## src/htok_pkg.sv

```systemverilog
// ----------------------------------------------------------------------------
// htok_pkg
// Types, grammar phases and literal tables for the request line tokenizer.
// ----------------------------------------------------------------------------
package htok_pkg;

  typedef struct packed {
    logic [7:0] data_byte;
    logic       line_end;
  } in_item_t;

  typedef struct packed {
    logic [7:0] echo_byte;
    logic [1:0] token_class;
    logic       pair_start;
    logic       line_ok;
    logic       line_bad;
  } out_item_t;

  typedef enum logic [3:0] {
    PH_METHOD      = 4'd0,
    PH_URL_FIRST   = 4'd1,
    PH_URL         = 4'd2,
    PH_KEY_FIRST   = 4'd3,
    PH_KEY         = 4'd4,
    PH_VALUE_FIRST = 4'd5,
    PH_VALUE       = 4'd6,
    PH_TRAILER     = 4'd7,
    PH_DONE        = 4'd8
  } phase_t;

  localparam logic [1:0] CLS_SYNTAX = 2'd0;
  localparam logic [1:0] CLS_URL    = 2'd1;
  localparam logic [1:0] CLS_KEY    = 2'd2;
  localparam logic [1:0] CLS_VALUE  = 2'd3;

  localparam logic [3:0] METHOD_LEN  = 4'd4;
  localparam logic [3:0] TRAILER_LEN = 4'd11;

  localparam logic [7:0] CH_SPACE = 8'h20;
  localparam logic [7:0] CH_QUERY = 8'h3f;
  localparam logic [7:0] CH_AMP   = 8'h26;
  localparam logic [7:0] CH_EQUAL = 8'h3d;

  // "GET "
  function automatic logic [7:0] method_char(input logic [1:0] i);
    logic [7:0] c;
    case (i)
      2'd0:    c = 8'h47;
      2'd1:    c = 8'h45;
      2'd2:    c = 8'h54;
      default: c = CH_SPACE;
    endcase
    return c;
  endfunction

  // " HTTP/1.1" CR LF
  function automatic logic [7:0] trailer_char(input logic [3:0] i);
    logic [7:0] c;
    case (i)
      4'd0:    c = CH_SPACE;
      4'd1:    c = 8'h48;
      4'd2:    c = 8'h54;
      4'd3:    c = 8'h54;
      4'd4:    c = 8'h50;
      4'd5:    c = 8'h2f;
      4'd6:    c = 8'h31;
      4'd7:    c = 8'h2e;
      4'd8:    c = 8'h31;
      4'd9:    c = 8'h0d;
      4'd10:   c = 8'h0a;
      default: c = 8'h00;
    endcase
    return c;
  endfunction

endpackage

```

## src/htok_in_stage.sv

```systemverilog
// ----------------------------------------------------------------------------
// htok_in_stage
// Input register: holds one request until the tokenizer step takes it.
// ----------------------------------------------------------------------------
module htok_in_stage (
  input  logic               clk,
  input  logic               rst,
  input  logic               in_valid,
  output logic               in_stall,
  input  htok_pkg::in_item_t in_item,
  output logic               q_valid,
  output htok_pkg::in_item_t q_item,
  input  logic               take
);

  // register frees up in the same cycle it is drained
  assign in_stall = q_valid && !take;

  always_ff @(posedge clk) begin
    if (rst) begin
      q_valid <= 1'b0;
    end else if (!in_stall) begin
      q_valid <= in_valid;
    end
  end

  always_ff @(posedge clk) begin
    if (!in_stall && in_valid) begin
      q_item <= in_item;
    end
  end

endmodule

```

## src/htok_step.sv

```systemverilog
// ----------------------------------------------------------------------------
// htok_step
// Grammar state, per-byte classification and the result register.
// ----------------------------------------------------------------------------
module htok_step (
  input  logic                clk,
  input  logic                rst,
  input  logic                q_valid,
  input  htok_pkg::in_item_t  q_item,
  output logic                take,
  output logic                out_valid,
  input  logic                out_stall,
  output htok_pkg::out_item_t out_item
);

  htok_pkg::phase_t    phase, phase_next;
  logic [3:0]          literal_index, literal_index_next;
  logic                failed, failed_next;
  htok_pkg::out_item_t res;

  logic [7:0] b;
  logic       err;
  logic [1:0] cls;
  logic       ps;
  logic       ok;

  assign take = q_valid && (!out_valid || !out_stall);
  assign b    = q_item.data_byte;

  always_comb begin
    phase_next         = phase;
    literal_index_next = literal_index;
    failed_next        = failed;
    err                = 1'b0;
    cls                = htok_pkg::CLS_SYNTAX;
    ps                 = 1'b0;
    ok                 = 1'b0;

    if (!failed) begin
      case (phase)
        htok_pkg::PH_METHOD: begin
          if (literal_index < htok_pkg::METHOD_LEN &&
              b == htok_pkg::method_char(literal_index[1:0])) begin
            if (literal_index == htok_pkg::METHOD_LEN - 4'd1) begin
              phase_next         = htok_pkg::PH_URL_FIRST;
              literal_index_next = 4'd0;
            end else begin
              literal_index_next = literal_index + 4'd1;
            end
          end else begin
            err = 1'b1;
          end
        end
        htok_pkg::PH_URL_FIRST: begin
          if (b == htok_pkg::CH_SPACE || b == htok_pkg::CH_QUERY ||
              b == htok_pkg::CH_AMP) begin
            err = 1'b1;
          end else begin
            cls        = htok_pkg::CLS_URL;
            phase_next = htok_pkg::PH_URL;
          end
        end
        htok_pkg::PH_URL: begin
          if (b == htok_pkg::CH_SPACE) begin
            phase_next         = htok_pkg::PH_TRAILER;
            literal_index_next = 4'd1;
          end else if (b == htok_pkg::CH_QUERY) begin
            phase_next = htok_pkg::PH_KEY_FIRST;
          end else if (b == htok_pkg::CH_AMP) begin
            err = 1'b1;
          end else begin
            cls = htok_pkg::CLS_URL;
          end
        end
        htok_pkg::PH_KEY_FIRST: begin
          if (b == htok_pkg::CH_SPACE || b == htok_pkg::CH_AMP ||
              b == htok_pkg::CH_EQUAL) begin
            err = 1'b1;
          end else begin
            cls        = htok_pkg::CLS_KEY;
            ps         = 1'b1;
            phase_next = htok_pkg::PH_KEY;
          end
        end
        htok_pkg::PH_KEY: begin
          if (b == htok_pkg::CH_EQUAL) begin
            phase_next = htok_pkg::PH_VALUE_FIRST;
          end else if (b == htok_pkg::CH_AMP) begin
            phase_next = htok_pkg::PH_KEY_FIRST;
          end else if (b == htok_pkg::CH_SPACE) begin
            phase_next         = htok_pkg::PH_TRAILER;
            literal_index_next = 4'd1;
          end else begin
            cls = htok_pkg::CLS_KEY;
          end
        end
        htok_pkg::PH_VALUE_FIRST: begin
          // empty value is not allowed
          if (b == htok_pkg::CH_SPACE || b == htok_pkg::CH_AMP) begin
            err = 1'b1;
          end else begin
            cls        = htok_pkg::CLS_VALUE;
            phase_next = htok_pkg::PH_VALUE;
          end
        end
        htok_pkg::PH_VALUE: begin
          if (b == htok_pkg::CH_AMP) begin
            phase_next = htok_pkg::PH_KEY_FIRST;
          end else if (b == htok_pkg::CH_SPACE) begin
            phase_next         = htok_pkg::PH_TRAILER;
            literal_index_next = 4'd1;
          end else begin
            cls = htok_pkg::CLS_VALUE;
          end
        end
        htok_pkg::PH_TRAILER: begin
          if (literal_index < htok_pkg::TRAILER_LEN &&
              b == htok_pkg::trailer_char(literal_index)) begin
            if (literal_index == htok_pkg::TRAILER_LEN - 4'd1) begin
              phase_next         = htok_pkg::PH_DONE;
              literal_index_next = 4'd0;
            end else begin
              literal_index_next = literal_index + 4'd1;
            end
          end else begin
            err = 1'b1;
          end
        end
        default: begin
          // anything after the line feed, or a stray code
          err = 1'b1;
        end
      endcase
      if (err) begin
        failed_next = 1'b1;
        cls         = htok_pkg::CLS_SYNTAX;
        ps          = 1'b0;
      end
    end

    if (q_item.line_end) begin
      ok = !failed_next && (phase_next == htok_pkg::PH_DONE);
      if (!ok) begin
        cls = htok_pkg::CLS_SYNTAX;
        ps  = 1'b0;
      end
      res.line_bad       = !ok;
      phase_next         = htok_pkg::PH_METHOD;
      literal_index_next = 4'd0;
      failed_next        = 1'b0;
    end else begin
      res.line_bad = failed_next;
    end

    res.echo_byte   = b;
    res.token_class = cls;
    res.pair_start  = ps;
    res.line_ok     = ok;
  end

  always_ff @(posedge clk) begin
    if (rst) begin
      phase         <= htok_pkg::PH_METHOD;
      literal_index <= 4'd0;
      failed        <= 1'b0;
      out_valid     <= 1'b0;
    end else begin
      if (take) begin
        phase         <= phase_next;
        literal_index <= literal_index_next;
        failed        <= failed_next;
      end
      if (take) begin
        out_valid <= 1'b1;
      end else if (!out_stall) begin
        out_valid <= 1'b0;
      end
    end
  end

  always_ff @(posedge clk) begin
    if (take) begin
      out_item <= res;
    end
  end

endmodule

```

## src/http_request_line_tokenizer.sv

```systemverilog
// ----------------------------------------------------------------------------
// http_request_line_tokenizer
// Tags each byte of a GET request line and reports the line's verdict.
// ----------------------------------------------------------------------------
// Usage:
//   in_*  : one byte of the request line per request, line_end set on the
//           last byte. out_* : one result per input byte, same order.
//   Each result echoes the byte with its class (syntax, url, key, value),
//   pair_start on the first key byte, line_ok or line_bad on the last byte;
//   line_bad stays set from the first offending byte to the end of the line.
//   out_valid rises once the byte held in the input register is taken:
//   the grammar step and the result register sit behind it, so the result
//   is registered, and out_stall can hold the byte in the input register.
//   Throughput is one byte per cycle while out_stall is low, bounded by the
//   single grammar state update per byte.
//   When out_stall is high the result holds; an empty input register still
//   takes one more byte, and once it is full in_stall stays high until the
//   result is taken.
//   Synchronous reset empties both registers and returns the grammar to the
//   start of a line; the last byte of every line also returns the grammar there.
// ----------------------------------------------------------------------------
module http_request_line_tokenizer (
  input  logic                clk,
  input  logic                rst,
  input  logic                in_valid,
  output logic                in_stall,
  input  htok_pkg::in_item_t  in_item,
  output logic                out_valid,
  input  logic                out_stall,
  output htok_pkg::out_item_t out_item
);

  logic               q_valid;
  htok_pkg::in_item_t q_item;
  logic               take;

  htok_in_stage u_in_stage (
    .clk      (clk),
    .rst      (rst),
    .in_valid (in_valid),
    .in_stall (in_stall),
    .in_item  (in_item),
    .q_valid  (q_valid),
    .q_item   (q_item),
    .take     (take)
  );

  htok_step u_step (
    .clk       (clk),
    .rst       (rst),
    .q_valid   (q_valid),
    .q_item    (q_item),
    .take      (take),
    .out_valid (out_valid),
    .out_stall (out_stall),
    .out_item  (out_item)
  );

endmodule
```

## config.mk

```make
export PLATFORM = sky130hd
export DESIGN_NAME = http_request_line_tokenizer
export DESIGN_NICKNAME = d
export VERILOG_FILES = /design/src/htok_pkg.sv /design/src/htok_in_stage.sv /design/src/htok_step.sv /design/src/http_request_line_tokenizer.sv
export SDC_FILE = /design/constraint.sdc
export NUM_CORES = 1
export LEC_CHECK = 0
export BUFFER_PORTS_ARGS = -buffer_cell sky130_fd_sc_hd__buf_2
export CAP_MARGIN = 30
export CORE_MARGIN = 2
export CORE_UTILIZATION = 39
export CTS_CLUSTER_SIZE = 40
export DETAILED_ROUTE_END_ITERATION = 8
export GPL_TIMING_DRIVEN = 1
export PLACE_DENSITY = 0.61
export SYNTH_ARGS = -nofsm -noshare
export SYNTH_HDL_FRONTEND = slang
export SYNTH_SLANG_ARGS = --single-unit
export TNS_END_PERCENT = 5
```

## constraint.sdc

```tcl
create_clock -name clk -period 4.25 [get_ports clk]
set_clock_uncertainty 0.15 [all_clocks]
set_input_delay 0.425 -clock clk [delete_from_list [all_inputs] [get_ports clk]]
set_output_delay 0.425 -clock clk [all_outputs]
set_load 0.01 [all_outputs]
```

# Word-level counts from Yosys, hierarchy flattened
# Memories as Yosys holds them, arrays and structs flattened. A register that Yosys moved wholly into a read port is not among the register bits.
# Cells that the tools add are included.
[classes]
eq_ne = 23
mux = 70
magnitude_cmp = 2
reduce_logical = 22
add_sub_neg = 1
[op_table]
columns = ["op", "count"]
rows = [
  ["2-to-1 mux 4 bit", 25],
  ["equality test 8 x 6 -> 1 bit, second input constant", 4],
  ["2-to-1 mux 8 bit", 4],
  ["one-hot mux 4 bit (8 select lines)", 1],
  ["2-to-1 mux 2 bit", 13],
  ["2-to-1 mux 1 bit", 23],
  ["one-hot mux 7 bit (3 select lines)", 1],
  ["one-hot mux 4 bit (5 select lines)", 1],
  ["equality test 4 x 3 -> 1 bit, second input constant", 4],
  ["equality test 8 bit", 2],
  ["equality test 4 x 2 -> 1 bit, second input constant", 3],
  ["one-hot mux 2 bit (6 select lines)", 1],
  ["equality test 4 bit, second input constant", 2],
  ["one-hot mux 1 bit (7 select lines)", 1],
  ["logical AND 1 bit", 6],
  ["zero test 1 bit", 6],
  ["inequality test 3 x 2 -> 1 bit, second input constant", 2],
  ["AND reduction 6 bit", 1],
  ["nonzero test 6 bit", 1],
  ["logical OR 1 bit", 5],
  ["adder 4 x 1 -> 4 bit, second input constant", 1],
  ["equality test 4 x 1 -> 1 bit, second input constant", 1],
  ["zero test 4 bit", 1],
  ["less-than comparator 4 x 3 -> 1 bit, second input constant", 1],
  ["8 further kinds", 8],
]
[word_totals]
inputBits = 13
mem_bits_ro = 112
word_cells = 131
ff_bits = 33
memories = 1
[mem_list]
columns = ["name", "words", "width", "rd", "rd_ports_with_merged_regs", "write_ports", "line_no", "source"]
rows = [
  ["(name not given)", 16, 7, 1, 1, 0, "htok_pkg.sv:60", "case (i)"],
]

# Depth between registers and ports, before layout
[depth]
ltp_word = 15
depth_mapped = 12
depth_no_buf = 12

# By module
# A second synthesis with hierarchy kept.
[unflattened]
cells_unflattened = 240
hier_area_um2 = 2334.7
[by_module_without_submodules]
columns = ["mod", "area_per_inst_um2", "instances", "seq_area_each_um2", "cells_each"]
rows = [
  ["htok_step", 2014.4, 1, 730.7, 227],
  ["htok_in_stage", 320.3, 1, 290.3, 13],
]

# Worst setup path after synthesis
# No wires, ideal clock.
[synth_path]
path_kind = "register to register"
start = "register u_step.literal_index[0]"
end = "register with a tool-made name"
path_stages_with_launch = 13
n_path_buf = 0
path_slack_ps = 1211
arrival_time_ps = 2774
cell_sequence = "dfxtp_1 > inv_1 > ha_1 > nor3_1 > o22ai_1 > o31ai_2 > nand4_1 > a32oi_1 > nor2_1 > inv_1 > ha_1 > and4bb_1 > a31o_1"
[synth_rtl]
columns = ["element", "line_no", "source"]
rows = [
  ["start: declaration", "htok_step.sv:17", "logic [3:0] literal_index, literal_index_next;"],
  ["start signal: assignment", "htok_step.sv:170", "literal_index <= literal_index_next;"],
]

==> impl_metrics.json <==
{
  "status": "complete, no violations",
  "arrival_ps": 3460,
  "rr_startpoint": "u_step.literal_index[1]",
  "yosys-top-cells-count": "edfxtp_1 (22), nor2_1 (19), dfxtp_1 (18), nand2_1 (15), inv_1 (13)",
  "required_ps": 4290,
  "max_freq_ghz": 0.2923,
  "ys_warn_count": 0,
  "post_cts_resize_count": 0,
  "critical_path_class": "flop to flop",
  "grt_pass1_wl_mm": 9.059,
  "maxCapViolCount": 0,
  "syn-num-nets": 271,
  "viasPerCell": 5.782,
  "tightest_slew_ps": 711.0,
  "ir_drop_uv": 218.1,
  "cts_buffer_depth": 2,
  "cts_tree": "built",
  "powerDensity_mw_per_mm2": 320.5,
  "hold_buffers": 0,
  "syn_to_final_growth_pct": 10.84,
  "wire_per_inst_um": 15.80,
  "grt_pass1_vias": 1823,
  "initial_utilization_pct": 39.60,
  "hpwl_mm": 3.875,
  "place_area_mm2": 0.002624,
  "synth.most_common_cell": "edfxtp_1",
  "drt_iter0_drc": 122,
  "synth.largest_area_cell": "edfxtp_1",
  "synth_area_per_cell_um2": 9.924,
  "slew-limit-headroom_pct": 52.50,
  "synth_area_leaders": "edfxtp_1 (27%), dfxtp_1 (15%), ha_1 (4.6%), nor2_1 (2.9%), xnor2_1 (2.5%)",
  "coreArea_mm2": 0.006241,
  "startpoint_type": "flop",
  "root_buffer": "clkbuf_8",
  "slew_violations": 0,
  "min_path_type": "primary input to flop",
  "dp.cells": 341,
  "numCtsBuffers": 5,
  "post-route-period-util_pct": 80.51,
  "p_comb_share_pct": 11.5,
  "fin_cells": 349,
  "finalHoldViolations": 0,
  "p_int_uw": 643.8,
  "setup_viol": 0,
  "drtPass1Iterations": 5,
  "overflow": 0,
  "min_period_ps": 3422,
  "diodes": 0,
  "port_buffers": 27,
  "postCtsSetupBuffers": 0,
  "htreeDepth": 2,
  "synth.top_cell.area_share_pct": 26.73,
  "ys_seq_area_share_pct": 41.32,
  "num-nets-final": 293,
  "die-area_mm2": 0.006989,
  "vias": 2018,
  "synthesis.area_mm2": 0.002471,
  "ys.flop_type": "edfxtp_1",
  "leakage_nw": 1.022,
  "critPathMaxFanout": 8,
  "tns_ps": 0,
  "grt_max_degree": 22,
  "num_rows": 29,
  "synth_edf_count": 22,
  "drive_above_1_share_pct": 19.85,
  "clk_pin_slew_ps": 90,
  "rsz0062_at_grt": "false",
  "grt_util_all_layers_pct": 16.31,
  "stdcell_area_mm2": 0.002739,
  "endpoint_kind": "flop",
  "globalplace.congestion": 0.8763,
  "synthDistinctLibCells": 69,
  "hp-start": "in_item[7]",
  "power_frac_seq_pct": 50.8,
  "ys_ff_latch": 40,
  "synth_cells": 249,
  "power.total_uw": 877.8,
  "async_flop_share_pct": 0,
  "power.switching_uw": 234.0,
  "drc": 0,
  "ios": 28,
  "startpoint": "u_step.literal_index[1]",
  "dieWidth_um": 83.60,
  "numClockSinks": 40,
  "wl_mm": 5.514,
  "die_h_um": 83.60,
  "clock_power_share_pct": 37.7,
  "clk_latency_ps": 300,
  "p_sw_share_pct": 26.65,
  "antenna_left": 0,
  "antenna_found_initial": 0
}
-- power by group through the flow --
| stage | Combinational, mW | Sequential [mW] | Clock [mW] |
|---|---|---|---|
| floorplan | 0.0818 | 0.446 | 0 |
| global placement | 0.0994 | 0.455 | 0 |
| detailed placement | 0.0992 | 0.455 | 0 |
| CTS | 0.100 | 0.446 | 0.338 |
| global route | 0.112 | 0.448 | 0.359 |
| finish | 0.101 | 0.446 | 0.331 |
-- worst max-delay path: stages, from the launching register on --
cell and delay, ps:
dfxtp_1 470, ha_1 390, and3b_1 200, o22ai_1 100, o31ai_2 410, nand4_1 330, a32oi_1 420, nor2_1 100
inv_1 110, ha_1 250, and4bb_1 200, a31o_1 180
-- per-stage QoR --
stage	utilization [%]	hold WS, ps	setup slack (ps)
CTS	43.89	137.3	835.8
global placement	42.04	329.2	995.6
finish	43.89	142.9	828.3
global route	43.89	125.1	482.9
floorplan	-	277.7	1211
detailed placement	42.04	338.7	850.7
-- cell families (layout without fill, tap and decap cells) --
family,after synthesis,count (layout),share of synthesized area [%]
AOI/OAI and AO/OA,59,59,19.24
xor gates and xnor gates,12,12,4.253
adders and majority gates,9,9,4.557
buffers and inverters,28,51,5.924
DFF,40,40,41.32
muxes,1,1,0.4051
and+or+nand+nor,100,100,24.30
-- area by class of cell --
| cell class | instances | area, um2 |
|---|---|---|
| Fill cell | 617 | 3502 |
| Multi-Input combinational cell | 181 | 1304 |
| Sequential cell | 40 | 1021 |
| Timing Repair Buffer | 29 | 150.1 |
| Tap cell | 77 | 96.34 |
| Clock buffer | 5 | 68.82 |
| Inverter | 14 | 52.55 |
| Clock inverter | 3 | 46.29 |
-- worst paths after layout --
kind                          end  slack [ps]  cells past startpoint
max reg2reg                  flop         830                     11
max                          flop         830                     11
min reg2reg      u_step.out_valid         350                      2
min          u_in_stage.q_item[7]         140                      1
-- layer usage --
layer	track usage, %	share of wire [%]
met1	21.77	46
met5	0	0
met4	7.331	2.6
met2	24.73	45
met3	4.352	5.8
-- cells in the final DEF, fill, tap and decap left out, types with 3 or more instances in the layout --
cell / instances
a211o_1: 4
a211oi_1: 5
a21oi_1: 8
a31o_1: 3
a31o_2: 3
and3_1: 3
and4_1: 3
buf_2: 27
clkbuf_8: 5
dfxtp_1: 18
edfxtp_1: 22
ha_1: 9
inv_1: 13
nand2_1: 15
nand2b_1: 6
nand3_1: 4
nand3b_1: 3
nand4_1: 5
nor2_1: 19
nor2b_1: 5
nor3_1: 10
o21ai_0: 8
o21ai_1: 3
xnor2_1: 7
xor2_1: 5
(Power assumes the default switching activity.)
